===== config.mk =====
export PLATFORM = sky130hd
export DESIGN_NAME = moving_average_p_steering_control
export DESIGN_NICKNAME = d
export VERILOG_FILES = /design/src/sv/mapsc_pkg.sv /design/src/sv/mapsc_window.sv /design/src/sv/mapsc_avg.sv /design/src/sv/mapsc_duty.sv /design/src/sv/moving_average_p_steering_control.sv
export VERILOG_INCLUDE_DIRS = /design/src /design/src/sv
export SDC_FILE = /design/constraint.sdc
export NUM_CORES = 1
export LEC_CHECK = 0
export BUFFER_PORTS_ARGS = -buffer_cell sky130_fd_sc_hd__buf_2
export CAP_MARGIN = 10
export CORE_ASPECT_RATIO = 1.75
export CORE_MARGIN = 2
export CORE_UTILIZATION = 45
export DETAILED_ROUTE_END_ITERATION = 10
export GPL_ROUTABILITY_DRIVEN = 0
export PLACE_DENSITY = 0.61
export SYNTH_ARGS = -nofsm -noshare
export SYNTH_HDL_FRONTEND = slang
export SYNTH_SLANG_ARGS = --single-unit

===== constraint.sdc =====
create_clock -name clk -period 22.7 [get_ports clk]
set_input_delay 3.405 -clock clk [delete_from_list [all_inputs] [get_ports clk]]
set_output_delay 3.405 -clock clk [all_outputs]
set_load 0.02 [all_outputs]

===== src/sv/assert_macros.svh =====
// ----------------------------------------------------------------------------
// assert_macros.svh
// concurrent assertion helpers, compiled out for synthesis
// ----------------------------------------------------------------------------
`ifndef ASSERT_MACROS_SVH
`define ASSERT_MACROS_SVH

`ifndef SYNTHESIS
// expression must hold on every clock edge out of reset
`define ASSERT_ALWAYS(label, expr) \
  label: assert property (@(posedge clk) disable iff (rst) (expr)) \
    else $error("assertion failed: invariant");
// consequent must hold in the cycle after the antecedent
`define ASSERT_NEXT(label, ante, cons) \
  label: assert property (@(posedge clk) disable iff (rst) (ante) |=> (cons)) \
    else $error("assertion failed: next-cycle check");
`else
`define ASSERT_ALWAYS(label, expr)
`define ASSERT_NEXT(label, ante, cons)
`endif

`endif


===== src/sv/mapsc_pkg.sv =====
// ----------------------------------------------------------------------------
// mapsc_pkg
// shared widths, constants and types of the steering controller
// ----------------------------------------------------------------------------
package mapsc_pkg;

  localparam int SAMPLE_W  = 12;
  localparam int DIFF_W    = 13;
  localparam int GAIN_W    = 16;
  localparam int DUTY_W    = 10;
  localparam int AVG_W     = 12;
  localparam int GAIN_FRAC = 8;
  localparam int CFG_IDX_W = 2;
  localparam int CFG_DATA_W = 16;

  localparam logic [DUTY_W-1:0] DUTY_MAX = 10'd999;
  localparam logic [GAIN_W-1:0] GAIN_RESET = 16'd256;

  typedef enum logic [CFG_IDX_W-1:0] {
    REG_GAIN_KP      = 2'd0,
    REG_STANDBY_DUTY = 2'd1
  } reg_idx_t;

  // control that travels with each item down the pipeline
  typedef struct packed {
    logic vld;
    logic fan;
  } stage_tag_t;

endpackage


===== src/sv/mapsc_window.sv =====
// ----------------------------------------------------------------------------
// mapsc_window
// difference delay line with running window total, first pipeline stage
// ----------------------------------------------------------------------------
module mapsc_window #(
  parameter int WINDOW_LEN = 8,
  parameter int TOTAL_W    = 16
) (
  input  logic                                  clk,
  input  logic                                  rst,
  input  mapsc_pkg::stage_tag_t                 up_tag,
  input  logic signed [mapsc_pkg::DIFF_W-1:0]   up_diff,
  output logic                                  up_stall,
  output mapsc_pkg::stage_tag_t                 dn_tag,
  output logic signed [TOTAL_W-1:0]             dn_total,
  input  logic                                  dn_stall
);

  logic                                 load;
  logic                                 take;
  logic signed [mapsc_pkg::DIFF_W-1:0]  taps [WINDOW_LEN];
  logic signed [TOTAL_W-1:0]            total;
  logic signed [TOTAL_W-1:0]            total_next;

  assign load     = !dn_tag.vld || !dn_stall;
  assign take     = up_tag.vld && load;
  assign up_stall = !load;

  // oldest tap drops out, new difference comes in
  assign total_next = total - TOTAL_W'(taps[WINDOW_LEN-1]) + TOTAL_W'(up_diff);

  always_ff @(posedge clk) begin
    if (rst) begin
      total  <= '0;
      dn_tag <= '0;
      for (int i = 0; i < WINDOW_LEN; i++) begin
        taps[i] <= '0;
      end
    end else begin
      if (take) begin
        taps[0] <= up_diff;
        for (int i = 1; i < WINDOW_LEN; i++) begin
          taps[i] <= taps[i-1];
        end
        total <= total_next;
      end
      if (load) begin
        dn_tag <= up_tag;
      end
    end
  end

  always_ff @(posedge clk) begin
    if (load) begin
      dn_total <= total_next;
    end
  end

endmodule


===== src/sv/mapsc_avg.sv =====
// ----------------------------------------------------------------------------
// mapsc_avg
// magnitude of window total divided by window length, two stages
// ----------------------------------------------------------------------------
module mapsc_avg #(
  parameter int WINDOW_LEN = 8,
  parameter int TOTAL_W    = 16
) (
  input  logic                              clk,
  input  logic                              rst,
  input  mapsc_pkg::stage_tag_t             up_tag,
  input  logic signed [TOTAL_W-1:0]         up_total,
  output logic                              up_stall,
  output mapsc_pkg::stage_tag_t             dn_tag,
  output logic [mapsc_pkg::AVG_W-1:0]       dn_avg,
  input  logic                              dn_stall
);

  // |total| always fits one bit narrower than the signed total
  localparam int XW = TOTAL_W - 1;
  // floor reciprocal: the estimate is low by at most one
  localparam logic [XW:0]   RECIP = (XW+1)'((64'd1 << XW) / WINDOW_LEN);
  localparam logic [XW-1:0] DIV_N = XW'(WINDOW_LEN);

  mapsc_pkg::stage_tag_t  tag_b;
  logic [XW-1:0]          mag;
  logic [2*XW:0]          prod;
  logic [XW-1:0]          x_b;
  logic [XW-1:0]          q_b;
  logic [XW-1:0]          qn;
  logic [XW-1:0]          rem;
  logic [XW-1:0]          q_fix;
  logic                   load_b;
  logic                   load_c;

  assign load_c   = !dn_tag.vld || !dn_stall;
  assign load_b   = !tag_b.vld || load_c;
  assign up_stall = !load_b;

  assign mag  = up_total[TOTAL_W-1] ? XW'(-up_total) : XW'(up_total);
  assign prod = mag * RECIP;

  assign qn    = q_b * DIV_N;
  assign rem   = x_b - qn;
  assign q_fix = (rem >= DIV_N) ? q_b + XW'(1) : q_b;

  always_ff @(posedge clk) begin
    if (rst) begin
      tag_b  <= '0;
      dn_tag <= '0;
    end else begin
      if (load_b) begin
        tag_b <= up_tag;
      end
      if (load_c) begin
        dn_tag <= tag_b;
      end
    end
  end

  always_ff @(posedge clk) begin
    if (load_b) begin
      x_b <= mag;
      q_b <= prod[XW +: XW];
    end
    if (load_c) begin
      dn_avg <= mapsc_pkg::AVG_W'(q_fix);
    end
  end

endmodule


===== src/sv/mapsc_duty.sv =====
// ----------------------------------------------------------------------------
// mapsc_duty
// gain multiply, clamp and fan steering into the output register
// ----------------------------------------------------------------------------
module mapsc_duty (
  input  logic                               clk,
  input  logic                               rst,
  input  mapsc_pkg::stage_tag_t              up_tag,
  input  logic [mapsc_pkg::AVG_W-1:0]        up_avg,
  output logic                               up_stall,
  input  logic [mapsc_pkg::GAIN_W-1:0]       gain_kp,
  input  logic [mapsc_pkg::DUTY_W-1:0]       standby_duty,
  output logic                               out_valid,
  output logic                               fan_select,
  output logic [mapsc_pkg::DUTY_W-1:0]       duty_pwm_channel,
  output logic [mapsc_pkg::DUTY_W-1:0]       duty_dac_channel,
  input  logic                               out_stall
);

  localparam int PROD_W   = mapsc_pkg::GAIN_W + mapsc_pkg::AVG_W;
  localparam int SCALED_W = PROD_W - mapsc_pkg::GAIN_FRAC;

  logic                              load;
  logic [PROD_W-1:0]                 prod;
  logic [SCALED_W-1:0]               scaled;
  logic [mapsc_pkg::DUTY_W-1:0]      duty;

  assign load     = !out_valid || !out_stall;
  assign up_stall = !load;

  assign prod   = gain_kp * up_avg;
  assign scaled = prod[mapsc_pkg::GAIN_FRAC +: SCALED_W];
  assign duty   = (scaled > SCALED_W'(mapsc_pkg::DUTY_MAX)) ? mapsc_pkg::DUTY_MAX
                                                           : scaled[mapsc_pkg::DUTY_W-1:0];

  always_ff @(posedge clk) begin
    if (rst) begin
      out_valid <= 1'b0;
    end else if (load) begin
      out_valid <= up_tag.vld;
    end
  end

  always_ff @(posedge clk) begin
    if (load) begin
      fan_select       <= up_tag.fan;
      duty_pwm_channel <= up_tag.fan ? duty : standby_duty;
      duty_dac_channel <= up_tag.fan ? standby_duty : duty;
    end
  end

endmodule


===== src/sv/moving_average_p_steering_control.sv =====
// ----------------------------------------------------------------------------
// moving_average_p_steering_control
// moving-average proportional steering controller for two fans
// ----------------------------------------------------------------------------
// Takes one left/right inductor sample pair per cycle. The duty result goes
// to the output through four register stages (window, reciprocal multiply,
// correction, gain multiply + output register); a pair with equal samples
// gives no result and leaves the window alone. The pipeline takes one pair
// per clock: every stage holds one item and moves on whenever the stage
// after it is free, so it only stops taking pairs when every stage is full
// and the output is stalled.
// The window is a WINDOW_LEN deep shift line of differences with a running
// total; the average truncates toward zero, is scaled by the Q8.8 gain,
// truncated and clamped to 999. The fan with the larger sample (left on a
// tie) gets that duty, the other gets standby_duty. Registers: index 0 is
// gain_kp (reset 256 = 1.0), index 1 is standby_duty (reset 0); other
// indexes are ignored. Write registers only while the block is idle.
// ----------------------------------------------------------------------------
`include "assert_macros.svh"

module moving_average_p_steering_control #(
  parameter int WINDOW_LEN = 8
) (
  input  logic                                   clk,
  input  logic                                   rst,
  // configuration writes
  input  logic                                   cfg_write,
  input  logic [mapsc_pkg::CFG_IDX_W-1:0]        cfg_index,
  input  logic [mapsc_pkg::CFG_DATA_W-1:0]       cfg_data,
  // sample channel
  input  logic                                   in_valid,
  output logic                                   in_stall,
  input  logic [mapsc_pkg::SAMPLE_W-1:0]         left_sample,
  input  logic [mapsc_pkg::SAMPLE_W-1:0]         right_sample,
  // result channel
  output logic                                   out_valid,
  input  logic                                   out_stall,
  output logic                                   fan_select,
  output logic [mapsc_pkg::DUTY_W-1:0]           duty_pwm_channel,
  output logic [mapsc_pkg::DUTY_W-1:0]           duty_dac_channel
);

  // running total holds WINDOW_LEN differences without overflow
  localparam int TOTAL_W = mapsc_pkg::DIFF_W + $clog2(WINDOW_LEN);

  logic [mapsc_pkg::GAIN_W-1:0]           gain_kp;
  logic [mapsc_pkg::DUTY_W-1:0]           standby_duty;

  logic signed [mapsc_pkg::DIFF_W-1:0]    diff;
  mapsc_pkg::stage_tag_t                  win_in_tag;
  mapsc_pkg::stage_tag_t                  win_tag;
  logic signed [TOTAL_W-1:0]              win_total;
  logic                                   win_stall;
  mapsc_pkg::stage_tag_t                  avg_tag;
  logic [mapsc_pkg::AVG_W-1:0]            avg_val;
  logic                                   avg_stall;
  logic                                   duty_stall;
  logic [mapsc_pkg::DUTY_W-1:0]           drive_duty;
  logic [mapsc_pkg::DUTY_W-1:0]           idle_duty;

  // configuration registers
  always_ff @(posedge clk) begin
    if (rst) begin
      gain_kp      <= mapsc_pkg::GAIN_RESET;
      standby_duty <= '0;
    end else if (cfg_write) begin
      unique case (mapsc_pkg::reg_idx_t'(cfg_index))
        mapsc_pkg::REG_GAIN_KP:      gain_kp      <= cfg_data;
        mapsc_pkg::REG_STANDBY_DUTY: standby_duty <= cfg_data[mapsc_pkg::DUTY_W-1:0];
        default: ;  // unknown index, write dropped
      endcase
    end
  end

  // signed left minus right, both zero-extended
  assign diff = $signed({1'b0, left_sample}) - $signed({1'b0, right_sample});

  // only a nonzero difference enters the pipeline; equal samples are
  // still taken off the channel but vanish here
  assign win_in_tag.vld = in_valid && (diff != '0);
  assign win_in_tag.fan = (left_sample >= right_sample);

  assign in_stall = win_stall;

  mapsc_window #(
    .WINDOW_LEN (WINDOW_LEN),
    .TOTAL_W    (TOTAL_W)
  ) u_window (
    .clk      (clk),
    .rst      (rst),
    .up_tag   (win_in_tag),
    .up_diff  (diff),
    .up_stall (win_stall),
    .dn_tag   (win_tag),
    .dn_total (win_total),
    .dn_stall (avg_stall)
  );

  mapsc_avg #(
    .WINDOW_LEN (WINDOW_LEN),
    .TOTAL_W    (TOTAL_W)
  ) u_avg (
    .clk      (clk),
    .rst      (rst),
    .up_tag   (win_tag),
    .up_total (win_total),
    .up_stall (avg_stall),
    .dn_tag   (avg_tag),
    .dn_avg   (avg_val),
    .dn_stall (duty_stall)
  );

  mapsc_duty u_duty (
    .clk              (clk),
    .rst              (rst),
    .up_tag           (avg_tag),
    .up_avg           (avg_val),
    .up_stall         (duty_stall),
    .gain_kp          (gain_kp),
    .standby_duty     (standby_duty),
    .out_valid        (out_valid),
    .fan_select       (fan_select),
    .duty_pwm_channel (duty_pwm_channel),
    .duty_dac_channel (duty_dac_channel),
    .out_stall        (out_stall)
  );

  // duty on the driven channel and on the idle one
  assign drive_duty = fan_select ? duty_pwm_channel : duty_dac_channel;
  assign idle_duty  = fan_select ? duty_dac_channel : duty_pwm_channel;

  // the driven channel never exceeds the clamp
  `ASSERT_ALWAYS(a_duty_clamped, !out_valid || (drive_duty <= mapsc_pkg::DUTY_MAX))
  // input back-pressure only appears once the output register is full
  `ASSERT_ALWAYS(a_stall_needs_full_out, !in_stall || out_valid)
  // the idle channel carries the standby duty
  `ASSERT_ALWAYS(a_idle_gets_standby, !out_valid || (idle_duty == standby_duty))

endmodule

After elaboration in Yosys (flattened, before gate mapping)
Memory sizes are Yosys's and may differ from the RTL's.
Index checks and enable logic that the tools add are counted.
{ "totals": {"regBits": 125, "ram_bits": 104, "out_inout_bits": 23, "mem_count": 1} }
{ "op_classes": {"add_sub_neg": 6, "multipliers": 1, "order_cmp": 3, "eq_ne": 1, "n_mux": 18, "bitwise": 8, "n_reduce_logical": 16} }
{ "memory_table": {"columns": ["name", "depth", "word_bits", "read_ports", "rd_clocked_by_memory_dff", "wr", "line", "source"], "rows": [
  ["u_window.taps", 8, 13, 8, 0, 8, "mapsc_window.sv:21", "logic signed [mapsc_pkg::DIFF_W-1:0] taps [WINDOW_LEN];"]
]} }
{ "ops": {"columns": ["op", "count"], "rows": [
  ["$mux W13", 8],
  ["$mux W10", 3],
  ["$mul A16 B12 Y28", 1],
  ["$gt A20 B10 Y1 const B", 1],
  ["$add A16 B13 Y16", 1],
  ["$sub A16 B13 Y16", 1],
  ["$ge A15 B4 Y1 const B", 1],
  ["$mux W15", 1],
  ["$neg A15 Y15", 1],
  ["$sub A15 B15 Y15", 1],
  ["$reduce_bool A13 Y1", 1],
  ["$sub A12 B12 Y13", 1],
  ["$add A12 B1 Y12 const B", 1],
  ["$ge A12 B12 Y1", 1],
  ["$mux W12", 1],
  ["$or A1 B1 Y1", 8],
  ["$logic_not A1 Y1", 6],
  ["$mux W1", 5],
  ["$logic_or A1 B1 Y1", 4],
  ["$reduce_and A2 Y1", 2],
  ["$eq A2 B1 Y1 const B", 1],
  ["$logic_and A1 B1 Y1", 2],
  ["$logic_not A2 Y1", 1]
]} }

Depth between registers and ports, before layout
{ "logic_depth": {"ltp_word": 10, "mapped_depth": 24} }

Modules after synthesis
From an unflattened synthesis, not the netlist that was laid out.
{ "unflattened": {"hier_cells": 1617, "hier_area_um2": 16219.3} }
{ "by_module_without_submodules": {"columns": ["mod", "n_inst", "cells_each", "area_per_inst_um2"], "rows": [
  ["mapsc_duty", 1, 859, 7274.5],
  ["mapsc_window", 1, 461, 6077.1],
  ["moving_average_p_steering_control", 1, 224, 1725.4],
  ["mapsc_avg", 1, 73, 1142.3]
]} }

Worst setup path after synthesis
No wires, ideal clock.
{ "synth_timing": {"path_type": "in2reg", "start": "input port left_sample[0] (netlist name)", "end": "memory u_window.taps[0][0] (netlist name) (enable)", "arrival_ps": 12857, "t_required_ps": 21990, "setup_slack_ps": 9133, "path_stages": 15, "path_buffers": 1, "cell_sequence": "inv_1 ha_1 inv_1 fa_1 a21o_1 a21oi_1 o21a_1 o21ai_0 o2111ai_1 a31oi_1 inv_1 nor2_1 and4_1 buf_2 o21ai_0"} }
{ "synth_rtl": {"columns": ["element", "line", "source"], "rows": [
  ["from (decl)", "moving_average_p_steering_control.sv:33", "input logic [mapsc_pkg::SAMPLE_W-1:0] left_sample,"],
  ["to (decl)", "mapsc_window.sv:21", null]
]} }

Worst setup path after layout
{ "layout_timing": {"start": "input port out_stall", "end": "output port in_stall"} }
{ "layout_via": {"elab_chain_cells": 6} }
{ "layout_rtl": {"columns": ["element", "line", "source"], "rows": [
  ["from (decl)", "moving_average_p_steering_control.sv:37", "input logic out_stall,"],
  ["$logic_not A1 Y1", "mapsc_duty.sv:28", "assign load = !out_valid || !out_stall;"],
  ["$logic_or A1 B1 Y1", "mapsc_duty.sv:28", null],
  ["$logic_or A1 B1 Y1", "mapsc_avg.sv:36", "assign load_c = !dn_tag.vld || !dn_stall;"],
  ["$logic_or A1 B1 Y1", "mapsc_avg.sv:37", "assign load_b = !tag_b.vld || load_c;"],
  ["$logic_or A1 B1 Y1", "mapsc_window.sv:25", "assign load = !dn_tag.vld || !dn_stall;"],
  ["$logic_not A1 Y1", "mapsc_window.sv:27", "assign up_stall = !load;"],
  ["to (decl)", "moving_average_p_steering_control.sv:32", "output logic in_stall,"]
]} }
Every way passes these cells.

==> impl_results.md <==
* Result of the run: finished clean
* Primary FF master, synth: sky130_fd_sc_hd__edfxtp_1
* RSZ-0062 raised after global routing: no
* Post-route standard cell area excluding fillers at 17040 sq um
* Worst VDD drop at 0.06427 mV
* DRC violations left at 0
* Nets at 1857
* Die outline area at 36350 sq um
* Crit path DAT at 4380 ps
* Power density over the cells at 101.0 nW/um^2
* Part of the cycle the worst path needs at 34.31%
* Count of cell types in the netlist at 66
* Input/output buffers at 69
* Clock tree buffer depth at 3
* Initial antenna violation count at 0
* Met1 Use GR at 20.81%
* Busiest layer in global routing: met2
* Post-synth ARST share at 0%
* Worst setup SP type: input pin
* Synth warnings at 0
* Pin count of the biggest net entering global routing at 91
* Post-Route Setup TNS at 0 ps
* Fin. max-slew vios at 0
* Worst min-delay path class: reg2reg
* Max_cap viols at 0
* Cell Rows at 90
* Grt ovf at 0
* HP Start: u_avg.x_b[10]
* Synthesized area per cell at 10.21 sq um
* Die Wd at 145.0 um
* HPWL after detailed placement at 27630 um
* Largest cells by area after synthesis: sky130_fd_sc_hd__edfxtp_1, sky130_fd_sc_hd__fa_1, sky130_fd_sc_hd__ha_1
* FF-to-FF Start: u_avg.dn_avg[11]
* Fin Clk Skew at 13.62 ps
* Filler cell count in the final layout at 3220
* Layout Area Growth over Synthesis at 8.873%
* Placed Area at 16390 sq um
* Commonest cells after routing, fill and taps aside: sky130_fd_sc_hd__inv_1, sky130_fd_sc_hd__nand2_1, sky130_fd_sc_hd__edfxtp_1
* Number of global-route vias before repair at 11546
* Crit Reg-Reg Endpoint: u_duty.duty_pwm_channel[6]
* Global-route track usage on met2 at 41.54%
* Average vias per placed instance at 5.236
* Data required time at the worst endpoint at 19300 ps
* Area share of the largest cell type after synthesis at 31.65%
* Fin. Hold Viols at 0
* Most common cell after layout, fill and taps aside: sky130_fd_sc_hd__inv_1
* Class of the most critical setup path: in2out
* Avg WL per Cell at 17.69 um
* Internal reg-to-reg setup slack at 15620 ps
* Depth of the worst register-to-register path at 20
* Total of endpoints with negative setup slack in the final report at 0
* Hold Path End: u_avg.dn_avg[7]
* Peak fanout along the critical path at 22
* Mapped Nets at 1826
* Overall Global Routing Usage at 20.58%
* Root buf cell: sky130_fd_sc_hd__clkbuf_16
* TritonCTS Sinks at 214
* Proportion of synthesized chip area in sequential cells at 37.92%
* Clock transition at the registers of the reported paths at 70 ps
* Crit path capture type: output port
* Pin slew with the least headroom to its limit at 1112 ps
* Cell depth of the worst min-delay path at 0
* Total number of H-tree levels at 1
* Initial Util at 45.57%
* First-pass GRT wire length at 59270 um
* Initial DRT Pass Iterations at 4
* Fraction of final layout cells with drive strength greater than 1 at 8.048%
* Area inside the core boundary at 34350 sq um
* Shortest clock period the worst path allows after layout at 7789 ps
* Iter 0 DRT Violations at 532
* CTS tree: done
* Clock latency at the later pin of the worst-skew pair at 500 ps
* Cell type with the highest aggregate area in the netlist: sky130_fd_sc_hd__edfxtp_1
* Vertical extent of the die at 250.7 um
* Post-synth EDFFs at 165
* Diode insertion count for antenna repair at 0
* Io pins at 70
* Routed Antenna Nets at 0
* Worst relative slew slack at 25.86%
* Met3 usage at 2.222%
* Leakage component of the power at 7.814 nW
* Synthesized area at 15650 sq um
* Post-synthesis cell count at 1533
* Post-CTS setup-driven buffer insertion count at 0
* Hold-fix buffers at CTS at 0
* Routed WL at 36050 um
* TritonCTS Buffers at 21
* Flops & latches, synth at 214
* Total via count in the routed design at 10671
* Achievable clock frequency at 0.1284 GHz
* Resized cells post-CTS at 0
[how the worst max path moves through the flow]
| stage | start | slack [ps] | to |
|---|---|---|---|
| 2_1_floorplan | left_sample[0] | 9130 | u_window.taps[0][0] |
| 3_3_place_gp | left_sample[0] | 14890 | u_window.total[15] |
| 3_5_place_dp | left_sample[0] | 14800 | u_window.total[15] |
| 4_1_cts | out_stall | 14900 | in_stall |
| 5_1_grt | out_stall | 14830 | in_stall |
| 6_report | out_stall | 14910 | in_stall |
[worst max-delay path: stages]
cell and delay, ps:
sky130_fd_sc_hd__buf_2 110, sky130_fd_sc_hd__and3_1 230, sky130_fd_sc_hd__nand3_1 110, sky130_fd_sc_hd__buf_4 270, sky130_fd_sc_hd__inv_1 90, sky130_fd_sc_hd__buf_2 170
[power by group]
part	total (mW)	leakage (nW)	internal (mW)	switching, mW
registers	0.627	2.19	0.521	0.106
clock network	0.338	0.317	0.193	0.145
logic	0.756	5.30	0.306	0.450
[kinds of logic after synthesis]
| logic type | Yosys count | synth area share [%] |
|---|---|---|
| simple gates | 491 | 15.30 |
| buf+inv | 318 | 7.666 |
| fa+ha+maj | 246 | 27.10 |
| flops | 214 | 37.92 |
| compound gates | 198 | 8.170 |
| xor+xnor | 49 | 2.742 |
| mux | 17 | 1.103 |
[final cells by class]
type | count | area (sq um) | share of cell area (%)
Sequential cell | 214 | 5936 | 34.83
Timing Repair Buffer | 76 | 397.9 | 2.335
Tap cell | 460 | 575.6 | 3.377
Inverter | 250 | 938.4 | 5.507
Clock inverter | 14 | 121.4 | 0.7122
Multi-Input combinational cell | 1001 | 8539 | 50.11
Clock buffer | 23 | 533.0 | 3.128
[stage by stage]
| step | setup WS (ps) | util, % | total power, mW | hold slack (ps) | instances |
|---|---|---|---|---|---|
| after floorplan | 9133 | - | 1.162 | 400.3 | 1533 |
| after global placement | 14890 | 47.71 | 1.377 | 401.1 | 2001 |
| after detailed placement | 14800 | 47.71 | 1.393 | 405.2 | 2001 |
| after CTS | 14900 | 49.62 | 1.738 | 412.0 | 2038 |
| after global routing | 14830 | 49.62 | 1.856 | 429.0 | 2038 |
| final | 14910 | 49.62 | 1.721 | 410.5 | 2038 |
[flip-flops by register name, summed over array words and instances (netlist names)]
name,count
gain_kp,16
u_duty.fan_select,1
u_window.dn_total,16
u_window.taps,104
u_duty.duty_pwm_channel,10
standby_duty,10
u_duty.duty_dac_channel,10
u_duty.out_valid,1
u_window.dn_tag,2
u_avg.tag_b,2
u_window.total,16
u_avg.dn_avg,12
u_avg.x_b,12
u_avg.dn_tag,2
[layer usage]
| layer | wire length [um] | up-vias | part of all wire [%] |
|---|---|---|---|
| met5 | 0 | - | 0 |
| met3 | 1063 | 91 | 2.9 |
| met4 | 1604 | 0 | 4.4 |
| met2 | 20880 | 211 | 58 |
| met1 | 12500 | 5349 | 35 |
| li1 | - | 5020 | - |
[Yosys cell counts (all sizes together), types with 4 or more instances]
master and number:
inv 249, nand2 200, edfxtp 165, fa 155
and2 126, ha 91, nor2 69, clkbuf 62
a21oi 61, dfxtp 49, o21ai 40, xnor2 36
nor2b 31, nand3 24, a31oi 16, mux2i 15
a21o 14, xor2 13, a211oi 8, o21a 8
or2 8, nand4 7, o21bai 7, o31ai 7
buf 6, nor3 5, o211ai 5, a31o 4
o2111ai 4, or3 4
No activity file was read; power rests on OpenSTA's default activity.
